===== config.mk =====
export PLATFORM = sky130hd
export DESIGN_NAME = indexed_array_insert_erase
export DESIGN_NICKNAME = d
export VERILOG_FILES = /design/src/hdl/iaie_pkg.sv /design/src/hdl/iaie_ram.sv /design/src/hdl/indexed_array_insert_erase.sv
export SDC_FILE = /design/constraint.sdc
export NUM_CORES = 2
export LEC_CHECK = 0
export ABC_CLOCK_PERIOD_IN_PS = 15700
export BUFFER_PORTS_ARGS = -buffer_cell sky130_fd_sc_hd__buf_4
export CORE_MARGIN = 5
export CORE_UTILIZATION = 35
export CTS_BUF_LIST = sky130_fd_sc_hd__clkbuf_16
export DETAILED_ROUTE_END_ITERATION = 7
export PLACE_DENSITY = 0.57
export RECOVER_POWER = 100
export SYNTH_ARGS = -nofsm -noshare
export SYNTH_HDL_FRONTEND = slang
export SYNTH_HIERARCHICAL = 1
export SYNTH_SLANG_ARGS = --single-unit

===== constraint.sdc =====
create_clock -name clock -period 15.7 [get_ports clock]
set_input_delay 0.785 -clock clock [delete_from_list [all_inputs] [get_ports clock]]
set_output_delay 0.785 -clock clock [all_outputs]
set_load 0.02 [all_outputs]

===== src/hdl/iaie_pkg.sv =====
`timescale 1ns / 1ps
// ----------------------------------------------------------------------------
// iaie_pkg
// Shared types and constants for the indexed array insert/erase block.
// ----------------------------------------------------------------------------
package iaie_pkg;

   localparam int DEPTH_DEFAULT       = 64;
   localparam int VALUE_WIDTH_DEFAULT = 32;

   typedef enum logic [1:0] {
      OP_INSERT = 2'd0,
      OP_ERASE  = 2'd1,
      OP_SET    = 2'd2,
      OP_GET    = 2'd3
   } op_type;

   typedef enum logic [1:0] {
      ST_OK      = 2'd0,
      ST_BAD_POS = 2'd1,
      ST_FULL    = 2'd2
   } status_type;

   typedef enum logic [1:0] {
      S_IDLE,
      S_MOVE,
      S_DRAIN,
      S_FINISH
   } state_type;

   typedef struct packed {
      op_type             op;
      logic [6:0]         position;
      logic signed [31:0] value;
      logic [6:0]         amount;
   } req_type;

   typedef struct packed {
      logic signed [31:0] read_value;
      logic               read_valid;
      logic [6:0]         length;
      logic [7:0]         room;
      status_type         status;
   } rsp_type;

endpackage


===== src/hdl/iaie_ram.sv =====
`timescale 1ns / 1ps
// ----------------------------------------------------------------------------
// iaie_ram
// Generic simple dual-port RAM, one write port, one read port with
// registered read data held while the read enable is low.
// ----------------------------------------------------------------------------
module iaie_ram #(
   parameter int WIDTH = iaie_pkg::VALUE_WIDTH_DEFAULT,
   parameter int DEPTH = iaie_pkg::DEPTH_DEFAULT,
   localparam int AW   = $clog2(DEPTH)
) (
   input  logic             clock,
   input  logic             wr_en,
   input  logic [AW-1:0]    wr_addr,
   input  logic [WIDTH-1:0] wr_data,
   input  logic             rd_en,
   input  logic [AW-1:0]    rd_addr,
   output logic [WIDTH-1:0] rd_data
);

   logic [WIDTH-1:0] mem [DEPTH];

   always_ff @(posedge clock) begin
      if (wr_en) begin
         mem[wr_addr] <= wr_data;
      end
      if (rd_en) begin
         rd_data <= mem[rd_addr];
      end
   end

endmodule


===== src/hdl/indexed_array_insert_erase.sv =====
`timescale 1ns / 1ps
// ----------------------------------------------------------------------------
// indexed_array_insert_erase
// Ordered array of signed values with insert, erase, set and get by position.
// ----------------------------------------------------------------------------
// The array lives in one single-write, single-read RAM; entries at or
// above the length never reach a response, so the RAM needs no clearing
// after reset. One request is worked on at a time. Set, get, any rejected
// request, an insert at the end and an erase that moves nothing go from
// idle straight to the finish state, where the response is loaded. An
// insert at position p moves length-p entries up; an erase of d entries at
// p moves length-p-d entries down; both pass the move and drain states
// before the finish state. The move loop reads one entry and writes one
// entry per cycle, so the RAM's single write port sets its pace. The
// response sits in an output register, so the next request is taken while
// a response is still stalled. Room is a modeled capacity: it starts at 1
// and doubles whenever an insert makes the length reach it.
// ----------------------------------------------------------------------------
module indexed_array_insert_erase #(
   parameter int DEPTH       = iaie_pkg::DEPTH_DEFAULT,
   parameter int VALUE_WIDTH = iaie_pkg::VALUE_WIDTH_DEFAULT
) (
   input  logic              clock,
   input  logic              reset,
   input  logic              req_valid,
   output logic              req_stall,
   input  iaie_pkg::req_type req_data,
   output logic              rsp_valid,
   input  logic              rsp_stall,
   output iaie_pkg::rsp_type rsp_data
);

   localparam int AW = $clog2(DEPTH);         // RAM address
   localparam int CW = $clog2(DEPTH + 1);     // length, 0..DEPTH
   localparam int RW = CW + 1;                // room, up to 2**CW
   localparam int LW = (CW > 7) ? CW : 7;     // compare width for positions

   // control state
   iaie_pkg::state_type  state_ff, state_in;
   logic [CW-1:0]        count_ff, count_in;
   logic [RW-1:0]        room_ff, room_in;
   logic                 pend_ff, pend_in;      // move write outstanding
   logic                 rsp_valid_ff, rsp_valid_in;

   // request context
   iaie_pkg::op_type     op_ff, op_in;
   iaie_pkg::status_type status_ff, status_in;
   logic [AW-1:0]        pos_ff, pos_in;
   logic [VALUE_WIDTH-1:0] val_ff, val_in;
   logic [AW-1:0]        src_ff, src_in;
   logic [AW-1:0]        dst_ff, dst_in;
   logic [AW-1:0]        pend_dst_ff, pend_dst_in;
   logic [CW-1:0]        left_ff, left_in;
   logic                 asc_ff, asc_in;
   iaie_pkg::rsp_type    rsp_ff, rsp_in;

   // RAM port
   logic                   ram_we;
   logic [AW-1:0]          ram_waddr;
   logic [VALUE_WIDTH-1:0] ram_wdata;
   logic                   ram_re;
   logic [AW-1:0]          ram_raddr;
   logic [VALUE_WIDTH-1:0] ram_q;

   // request decode
   logic [LW-1:0] pos_l, cnt_l, amt_l;
   logic [LW-1:0] avail_l, del_l, moves_l, cnt_less_l, cnt_minus1_l, src_up_l;
   logic [63:0]   val_wide, rd_wide, len_wide, room_wide;
   logic [RW-1:0] room_grown;
   logic          out_free;

   iaie_ram #(
      .WIDTH (VALUE_WIDTH),
      .DEPTH (DEPTH)
   ) u_ram (
      .clock   (clock),
      .wr_en   (ram_we),
      .wr_addr (ram_waddr),
      .wr_data (ram_wdata),
      .rd_en   (ram_re),
      .rd_addr (ram_raddr),
      .rd_data (ram_q)
   );

   assign pos_l        = LW'(req_data.position);
   assign cnt_l        = LW'(count_ff);
   assign amt_l        = LW'(req_data.amount);
   assign avail_l      = cnt_l - pos_l;
   assign del_l        = (amt_l < avail_l) ? amt_l : avail_l;
   assign moves_l      = avail_l - del_l;
   assign cnt_less_l   = cnt_l - del_l;
   assign cnt_minus1_l = cnt_l - LW'(1);
   assign src_up_l     = pos_l + del_l;
   assign val_wide     = 64'(signed'(req_data.value));
   assign rd_wide      = 64'(signed'(ram_q));
   assign len_wide     = 64'(count_ff);
   assign room_wide    = 64'(room_ff);
   assign room_grown   = ((RW'(count_ff) + RW'(1)) == room_ff) ? (room_ff << 1) : room_ff;
   assign out_free     = !rsp_valid_ff || !rsp_stall;

   assign req_stall = (state_ff != iaie_pkg::S_IDLE);
   assign rsp_valid = rsp_valid_ff;
   assign rsp_data  = rsp_ff;

   always_comb begin
      state_in     = state_ff;
      count_in     = count_ff;
      room_in      = room_ff;
      pend_in      = 1'b0;
      pend_dst_in  = pend_dst_ff;
      op_in        = op_ff;
      status_in    = status_ff;
      pos_in       = pos_ff;
      val_in       = val_ff;
      src_in       = src_ff;
      dst_in       = dst_ff;
      left_in      = left_ff;
      asc_in       = asc_ff;
      rsp_in       = rsp_ff;
      rsp_valid_in = rsp_valid_ff && rsp_stall;

      // trailing write of the move loop by default
      ram_we    = pend_ff;
      ram_waddr = pend_dst_ff;
      ram_wdata = ram_q;
      ram_re    = 1'b0;
      ram_raddr = src_ff;

      case (state_ff)
         iaie_pkg::S_IDLE: begin
            if (req_valid) begin
               op_in     = req_data.op;
               pos_in    = pos_l[AW-1:0];
               val_in    = val_wide[VALUE_WIDTH-1:0];
               status_in = iaie_pkg::ST_OK;
               state_in  = iaie_pkg::S_FINISH;
               case (req_data.op)
                  iaie_pkg::OP_INSERT: begin
                     if (pos_l > cnt_l) begin
                        status_in = iaie_pkg::ST_BAD_POS;
                     end else if (cnt_l >= LW'(DEPTH)) begin
                        status_in = iaie_pkg::ST_FULL;
                     end else begin
                        count_in = count_ff + CW'(1);
                        room_in  = room_grown;
                        // shift entries up, from the top down
                        src_in   = cnt_minus1_l[AW-1:0];
                        dst_in   = cnt_l[AW-1:0];
                        left_in  = avail_l[CW-1:0];
                        asc_in   = 1'b0;
                        if (avail_l != '0) begin
                           state_in = iaie_pkg::S_MOVE;
                        end
                     end
                  end
                  iaie_pkg::OP_ERASE: begin
                     if (pos_l > cnt_l) begin
                        status_in = iaie_pkg::ST_BAD_POS;
                     end else begin
                        count_in = cnt_less_l[CW-1:0];
                        // pull later entries down, bottom up
                        src_in   = src_up_l[AW-1:0];
                        dst_in   = pos_l[AW-1:0];
                        left_in  = moves_l[CW-1:0];
                        asc_in   = 1'b1;
                        if ((del_l != '0) && (moves_l != '0)) begin
                           state_in = iaie_pkg::S_MOVE;
                        end
                     end
                  end
                  iaie_pkg::OP_SET: begin
                     if (pos_l >= cnt_l) begin
                        status_in = iaie_pkg::ST_BAD_POS;
                     end
                  end
                  default: begin
                     if (pos_l >= cnt_l) begin
                        status_in = iaie_pkg::ST_BAD_POS;
                     end
                     ram_re    = 1'b1;
                     ram_raddr = pos_l[AW-1:0];
                  end
               endcase
            end
         end

         iaie_pkg::S_MOVE: begin
            ram_re      = 1'b1;
            ram_raddr   = src_ff;
            pend_in     = 1'b1;
            pend_dst_in = dst_ff;
            src_in      = asc_ff ? src_ff + AW'(1) : src_ff - AW'(1);
            dst_in      = asc_ff ? dst_ff + AW'(1) : dst_ff - AW'(1);
            left_in     = left_ff - CW'(1);
            if (left_ff == CW'(1)) begin
               state_in = iaie_pkg::S_DRAIN;
            end
         end

         iaie_pkg::S_DRAIN: begin
            state_in = iaie_pkg::S_FINISH;
         end

         iaie_pkg::S_FINISH: begin
            // repeated while the output is blocked; same entry, same data
            if ((op_ff inside {iaie_pkg::OP_INSERT, iaie_pkg::OP_SET}) &&
                (status_ff == iaie_pkg::ST_OK)) begin
               ram_we    = 1'b1;
               ram_waddr = pos_ff;
               ram_wdata = val_ff;
            end
            if (out_free) begin
               rsp_valid_in      = 1'b1;
               rsp_in.read_valid = (op_ff == iaie_pkg::OP_GET) &&
                                   (status_ff == iaie_pkg::ST_OK);
               rsp_in.read_value = rsp_in.read_valid ? signed'(rd_wide[31:0]) : '0;
               rsp_in.length     = len_wide[6:0];
               rsp_in.room       = room_wide[7:0];
               rsp_in.status     = status_ff;
               state_in          = iaie_pkg::S_IDLE;
            end
         end

         default: begin
            state_in = iaie_pkg::S_IDLE;
         end
      endcase
   end

   always_ff @(posedge clock) begin
      if (reset) begin
         state_ff     <= iaie_pkg::S_IDLE;
         count_ff     <= '0;
         room_ff      <= RW'(1);
         pend_ff      <= 1'b0;
         rsp_valid_ff <= 1'b0;
      end else begin
         state_ff     <= state_in;
         count_ff     <= count_in;
         room_ff      <= room_in;
         pend_ff      <= pend_in;
         rsp_valid_ff <= rsp_valid_in;
      end
   end

   always_ff @(posedge clock) begin
      op_ff       <= op_in;
      status_ff   <= status_in;
      pos_ff      <= pos_in;
      val_ff      <= val_in;
      src_ff      <= src_in;
      dst_ff      <= dst_in;
      pend_dst_ff <= pend_dst_in;
      left_ff     <= left_in;
      asc_ff      <= asc_in;
      rsp_ff      <= rsp_in;
   end

   // length never passes the array size
   a_count_bound: assert property (@(posedge clock) disable iff (reset)
      count_ff <= CW'(DEPTH))
      else $error("length above array size");

   // modeled capacity always stays above the length
   a_room_above: assert property (@(posedge clock) disable iff (reset)
      RW'(count_ff) < room_ff)
      else $error("room not above length");

   // the move loop never reads the entry it is writing back
   a_no_overlap: assert property (@(posedge clock) disable iff (reset)
      (ram_we && ram_re) |-> (ram_waddr != ram_raddr))
      else $error("read and write hit the same entry");

   // a valid read comes only with an ok status
   a_read_ok: assert property (@(posedge clock) disable iff (reset)
      (rsp_valid && rsp_data.read_valid) |-> (rsp_data.status == iaie_pkg::ST_OK))
      else $error("read valid with error status");

endmodule


# After elaboration in Yosys (flattened, before gate mapping)
# Memories as Yosys holds them, arrays and structs flattened. A register that Yosys moved wholly into a read port is not among the register bits.
# Index checks and enable logic that the tools add are counted.
totals:
  out_inout_bits: 52
  ff_bits: 137
  ramBits: 2048
  n_memories: 1
  inputBits: 52
mem_list:
  columns: ["memory", "depth", "word_bits", "read_ports", "rd_ports_with_merged_regs", "write_ports", "line_no", "source"]
  rows:
  - ["u_ram.mem", 64, 32, 1, 1, 1, "iaie_ram.sv:21", "logic [WIDTH-1:0] mem [DEPTH];"]
classes:
  mux: 61
  n_lt_le_gt_ge: 4
  bitwise: 2
  reduce_logical: 25
  add_sub_neg: 12
  n_eq_ne: 19
ops:
  columns: ["op", "n"]
  rows:
  - ["6-bit two-way mux", 15]
  - ["32-bit two-way mux", 2]
  - ["7-bit two-way mux", 8]
  - ["6-bit one-hot mux with 2 select lines", 4]
  - ["7-bit one-hot mux with 2 select lines", 3]
  - ["7-bit nonzero test", 3]
  - ["7-bit subtractor", 3]
  - ["2-bit two-way mux", 10]
  - ["6-bit AND reduction", 3]
  - ["6-bit by 1-bit subtractor with 6-bit output (second input constant)", 3]
  - ["1-bit two-way mux", 14]
  - ["6-bit by 1-bit adder with 6-bit output (second input constant)", 2]
  - ["2-bit inequality test (second input constant)", 6]
  - ["2-bit == test (second input constant)", 5]
  - ["3-bit inequality test (second input constant)", 3]
  - ["7-bit by 1-bit adder with 8-bit output (second input constant)", 1]
  - ["8-bit == test", 1]
  - ["2-bit logical NOT", 4]
  - ["2-bit one-hot mux with 2 select lines", 2]
  - ["2-bit one-hot mux with 4 select lines", 1]
  - ["2-bit nonzero test", 4]
  - ["7-bit by 1-bit adder with 7-bit output (second input constant)", 1]
  - ["7-bit by 1-bit == test with 1-bit output (second input constant)", 1]
  - ["7-bit >= comparator", 1]
  - ["other kinds (15)", 23]

# Logic depth before layout (Yosys ltp)
logic_depth:
  word_depth: 11
  ltp_mapped: 29

# Hierarchy
# Netlist, hierarchy kept.
modules_own_cells:
  columns: ["module", "cells_per_inst", "instances", "area_each_um2"]
  rows:
  - ["iaie_ram", 3511, 1, 79359.9]
  - ["indexed_array_insert_erase", 688, 1, 7797.5]

# Least setup slack after synthesis
# No wires, ideal clock.
synth_timing:
  path_kind: "input -> register"
  startpoint: "in req_data[41] (netlist bit)"
  endpoint: "reg count_ff[6] (netlist: cnt_l[6])"
  path_stages: 29
  setup_slack_ns: 9.634
  setup_ns: 0.128
  arrival_time_ns: 5.938
  path_cell_list: "clkbuf_1 inv_1 ha_1 o21a_1 o31a_1 a21oi_2 inv_1 ha_1 o21ai_0 a21oi_1 or2_2 maj3_4 o31ai_4 or2_4 buf_8 nand2_1 o21ai_1 or2_2 ha_1 inv_1 fa_1 a21o_1 a21o_1 a21o_1 a21oi_1 xnor2_1 nand2_1 xor2_1 nor2_1"
synth_via:
  elab_chain_cells: 6
synth_lines:
  columns: ["element", "line_no", "source"]
  rows:
  - ["start: declaration", "indexed_array_insert_erase.sv:27", "input iaie_pkg::req_type req_data,"]
  - ["7-bit subtractor", "indexed_array_insert_erase.sv:88", "assign avail_l = cnt_l - pos_l;"]
  - ["7-bit less-than comparator", "indexed_array_insert_erase.sv:89", "assign del_l = (amt_l < avail_l) ? amt_l : avail_l;"]
  - ["7-bit two-way mux", "indexed_array_insert_erase.sv:89", null]
  - ["7-bit subtractor", "indexed_array_insert_erase.sv:91", "assign cnt_less_l = cnt_l - del_l;"]
  - ["7-bit two-way mux", "indexed_array_insert_erase.sv:157", "if (pos_l > cnt_l) begin"]
  - ["7-bit one-hot mux with 2 select lines", "indexed_array_insert_erase.sv:137", "case (req_data.op)"]
  - ["end signal: assignment", "indexed_array_insert_erase.sv:239", "count_ff <= count_in;"]
  - ["end: declaration", "indexed_array_insert_erase.sv:40", "logic [CW-1:0] count_ff, count_in;"]
# Several ways; a longest one is shown, not always the timed one. The select of a mux whose other input is x is not followed.
# A chain may end at the register's enable or synchronous reset.

# Worst setup path after layout
layout_timing:
  startpoint: "reg state_ff[1]"
  endpoint: "reg u_ram.rd_data[13] (read register of u_ram.mem), data pin"
layout_via:
  elab_chain_cells: 2
layout_lines:
  columns: ["element", "line_no", "source"]
  rows:
  - ["start: declaration", "indexed_array_insert_erase.sv:39", "iaie_pkg::state_type state_ff, state_in;"]
  - ["start signal: assignment", "indexed_array_insert_erase.sv:232", "state_ff <= iaie_pkg::S_IDLE;"]
  - ["start signal: assignment", "indexed_array_insert_erase.sv:238", "state_ff <= state_in;"]
  - ["2-bit logical NOT", "indexed_array_insert_erase.sv:129", "case (state_ff)"]
  - ["6-bit two-way mux", "indexed_array_insert_erase.sv:129", null]
  - ["via ram_raddr[0]", "indexed_array_insert_erase.sv:62", "logic [AW-1:0] ram_raddr;"]
  - ["end: declaration", "iaie_ram.sv:18", "output logic [WIDTH-1:0] rd_data"]
# The timed path passes the listed nets, and every way through them passes these cells.

==> results by stage <==
Critical path:
- Among all stages on the critical path, the largest delay is contributed by clkbuf_1.
- The critical path endpoint category is a flop.
- The data arrival time at the worst-slack endpoint is 11.33 ns.
- The largest driver fanout on the critical path is 85.
- The critical path buffer and inverter count is 4.
- The signal on the critical path passes through inv_1, ha_1, and2_2, clkbuf_1, nand3_1, mux2_8, clkbuf_1, buf_12, mux4_2, a22oi_1, nand3_1, and3_1.
- Grouping stages by cell kind, the critical path spends the most delay in buffers and inverters.
- The worst setup path is of the reg2reg kind.
- On the worst path, the slowest cell contributes a delay of around 2.5 ns.
- The worst endpoint required time is between 15 and 20 ns.
- The worst setup path is launched from a flop.

Synthesis:
- The fraction of synthesized cell area taken by the top area cell type is 0.757.
- The post-synthesis cell type with the largest combined area is edfxtp_1.
- When the netlist entered floorplanning its net count stood at roughly 4300.
- In the synthesized netlist, the cells that appear most often are edfxtp_1, mux4_2, mux2i_1.
- The post-synthesis average cell area is between 20 and 25 um2.
- The most common cell in the synthesized netlist is edfxtp_1.
- The flip-flop and latch count after synthesis is 2217.
- The synthesized design contains 2198 enable-type register cells.
- The count of mapped cells out of synthesis is around 4200.
- After synthesis, the netlist uses 89 different library cells.
- Of the synthesized area, sequential elements account for 0.762.
- After synthesis, the cell types taking the most area are edfxtp_1, mux4_2, mux2i_1.
- The most used flip-flop cell after synthesis is edfxtp_1.
- In the synthesized netlist the async set-or-reset flop fraction comes to 0.
- The number of warning messages in the yosys log is 6.
- The mapped netlist covers 87200 um2.

Clock network:
- The clock net in this run drives a total of 2217 sinks.
- The tree is rooted in a clkbuf_16.
- The number of hold-repair buffers added at the cts stage is 0.
- The post-CTS setup-driven buffer insertion count is 0.
- The CTS tree is built.
- The later-pin clock latency in the skew report is 0.85 ns.
- The CTS buffer count is 222.
- The clock edge transition at the registers on the reported setup and hold paths is 0.06 ns.
- The H-tree level count is 4.
- Once the clock tree was built, the resizer swapped 0 gates to a different size.
- Counting along the longest clock path gives a buffer depth of 3.

Power and ir drop:
- Across the VDD grid, the largest voltage drop is 0.124 mV.
- The power density relative to cell area is 161 nW/um2.
- The static leakage power is a little over 0.03 uW.

STA:
- The total count of hold-check failures in the final report is 0.
- Measured against its own limit, the worst slew margin works out to -1.45.
- Derived from the worst setup path, the maximum achievable clock frequency is 0.0930 GHz.
- The number of pins exceeding their max-slew limit in the final report is 4214.
- Of the available clock period, the critical path in the final layout requires 0.685.
- The final critical-path required period is around 11 ns.
- Adding up every negative setup slack in the final design gives 0 ns.
- Setup repair after global routing left no endpoint under its margin.
- Between clock sinks in the finished design, the worst skew comes to 0.0279 ns.
- The transition time at the pin with the least slew margin is 3.67 ns.
- Setup violations remaining at the end of the flow were counted as 0.

Finish:
- In the final layout, flip-flops and latches occupy 66400 um2.
- The number of filler cells placed in the layout is 22200.
- The multi-input combinational cells in the finished layout cover a total of just under 20000 um2.
- Summing all non-filler instances in the final layout gives an area of 98700 um2.
- For this run, the share of the core covered by cells in the final layout is 0.398.
- In the final layout, the share of cells above drive strength 1 is 0.200.
- The net count of the finished layout is 4528.
- Relative to the synthesized area, the layout overhead comes to 13.3%.

Drt:
- The average routed wire per standard cell is 30.5 um.
- In this run the remaining antenna-violating nets after routing total 0.
- In this run, the number of DRC markers left after iteration 0 of detailed routing was ~5400.
- The post-route DRC violation count is 0.
- The post-detailed-route via-to-cell ratio is between 5 and 6.
- The count of TritonRoute iterations in the first routing pass is 5.
- The total detailed-routing wirelength is 243000 um.
- The detailed router placed ~44000 vias in this run.

Global route:
- The initial antenna violation count was 19.
- The aggregate global routing overflow is 0.
- The met3 global-route usage is 0.0309.
- The via count of the first global-routing pass is 44000.
- The met1 routing resource usage after global routing is 0.265.
- met2 is the most crowded layer.
- The first global-routing pass estimated 343000 um of wire.
- Entering global routing, the biggest net connects ~100 pins.
- In the global route stage, overall resource usage came out at 0.185.
- For met2 alone, demand over resource in global routing was 0.296.

Status:
- The checks that failed: capacitance limit, slew limit.
- The run finished, with violations left.

Min path:
- The path class of the tightest hold or removal check is in2reg.

Floorplan:
- The number of rows created at floorplan is 183.
- The starting density of the core is 0.351.
- The horizontal extent of the die is 509 um.
- The die covers 259000 um2.
- The region available for standard cell placement spans 248000 um2.
- The die is roughly 500 um tall.
- The number of ports placed on the die boundary is ~100.

Placement:
- The post-placement cell area is slightly above 90000 um2.
- The congestion estimate from routability-driven global placement came to 0.805.
- The count of input and output buffers is 103.
- Detailed placement ended at an HPWL of roughly 140000 um.

Run:
- The reported max-cap violation count is between 100 and 150.
==> layout make-up <==
cell class,count,share of cell area
repair buffers,244,0.0129
diodes,10,0.000254
well taps,3330,0.0422
multi-input cells,1713,0.198
inverters,35,0.00133
clock buffers,224,0.0568
clock inverters,198,0.0158
flip-flops and latches,2217,0.673
==> registers in the layout, indices dropped and copies added (netlist names), 7 cells and up <==
signal         flops
room_ff            8
val_ff            32
u_ram/rd_data     32
left_ff            7
cnt_l              7
rsp_data          50
u_ram/mem       2048
==> final timing paths <==
check,startpoint,to,slack [ns],cells past startpoint
worst min-delay path,req_data[26],val_ff[19],0.13,1
worst max register to register,state_ff[1],u_ram/rd_data[13],4.95,12
worst min register to register,dst_ff[2],pend_dst_ff[2],0.46,0
worst max-delay path,state_ff[1],u_ram/rd_data[13],4.95,12
==> per-layer routing <==
| metal | part of all wire | up-vias | routed length [um] |
|---|---|---|---|
| li1 | - | 18000 | - |
| met4 | 0.028 | 10 | 6840 |
| met1 | 0.41 | 23800 | 101000 |
| met5 | 0.00030 | - | 74 |
| met3 | 0.087 | 351 | 21200 |
| met2 | 0.47 | 1958 | 114000 |
==> where the power goes <==
part | leakage (uW) | internal [uW] | switching [uW]
clock | 0.00365 | 2900 | 2270
combinational | 0.00724 | 874 | 2210
sequential | 0.0200 | 7460 | 140
total | 0.0308 | 11200 | 4620
==> kinds of logic (layout without fill, tap and decap cells) <==
| group | Yosys count | after routing | synth area share |
|---|---|---|---|
| flops | 2217 | 2217 | 0.762 |
| mux | 690 | 690 | 0.144 |
| compound gates | 495 | 495 | 0.0404 |
| simple gates | 432 | 432 | 0.0242 |
| buf+inv | 269 | 701 | 0.0176 |
| xor+xnor | 50 | 50 | 0.00511 |
| fa+ha+maj | 46 | 46 | 0.00692 |
| other cells | 0 | 10 | 0 |
==> stage by stage <==
step                worst slack, ns  power, uW  hold slack [ns]  cells
finish                         4.95      15900            0.132   7971
global placement               8.33      10700            0.442   7539
detailed placement             8.23      10800            0.445   7539
global route                   4.05      16400           0.0806   7963
CTS                            8.42      15900           0.0394   7961
floorplan                      9.63       9380            0.433   4199
==> cell usage in the layout, fill, tap and decap left out, types with 58 or more instances in the layout <==
| cell type | synthesis | final |
|---|---|---|
| a21oi_1 | 65 | 65 |
| a22oi_1 | 127 | 127 |
| clkbuf_1 | 97 | 168 |
| clkbuf_16 | 0 | 224 |
| clkinv_1 | 0 | 69 |
| edfxtp_1 | 2198 | 2198 |
| inv_1 | 35 | 72 |
| mux2i_1 | 202 | 203 |
| mux4_2 | 447 | 447 |
| nand2_1 | 79 | 79 |
| nand3_1 | 62 | 62 |
| nor2_1 | 141 | 104 |
| o21ai_0 | 61 | 58 |
Power figures use the tool's default switching activity.
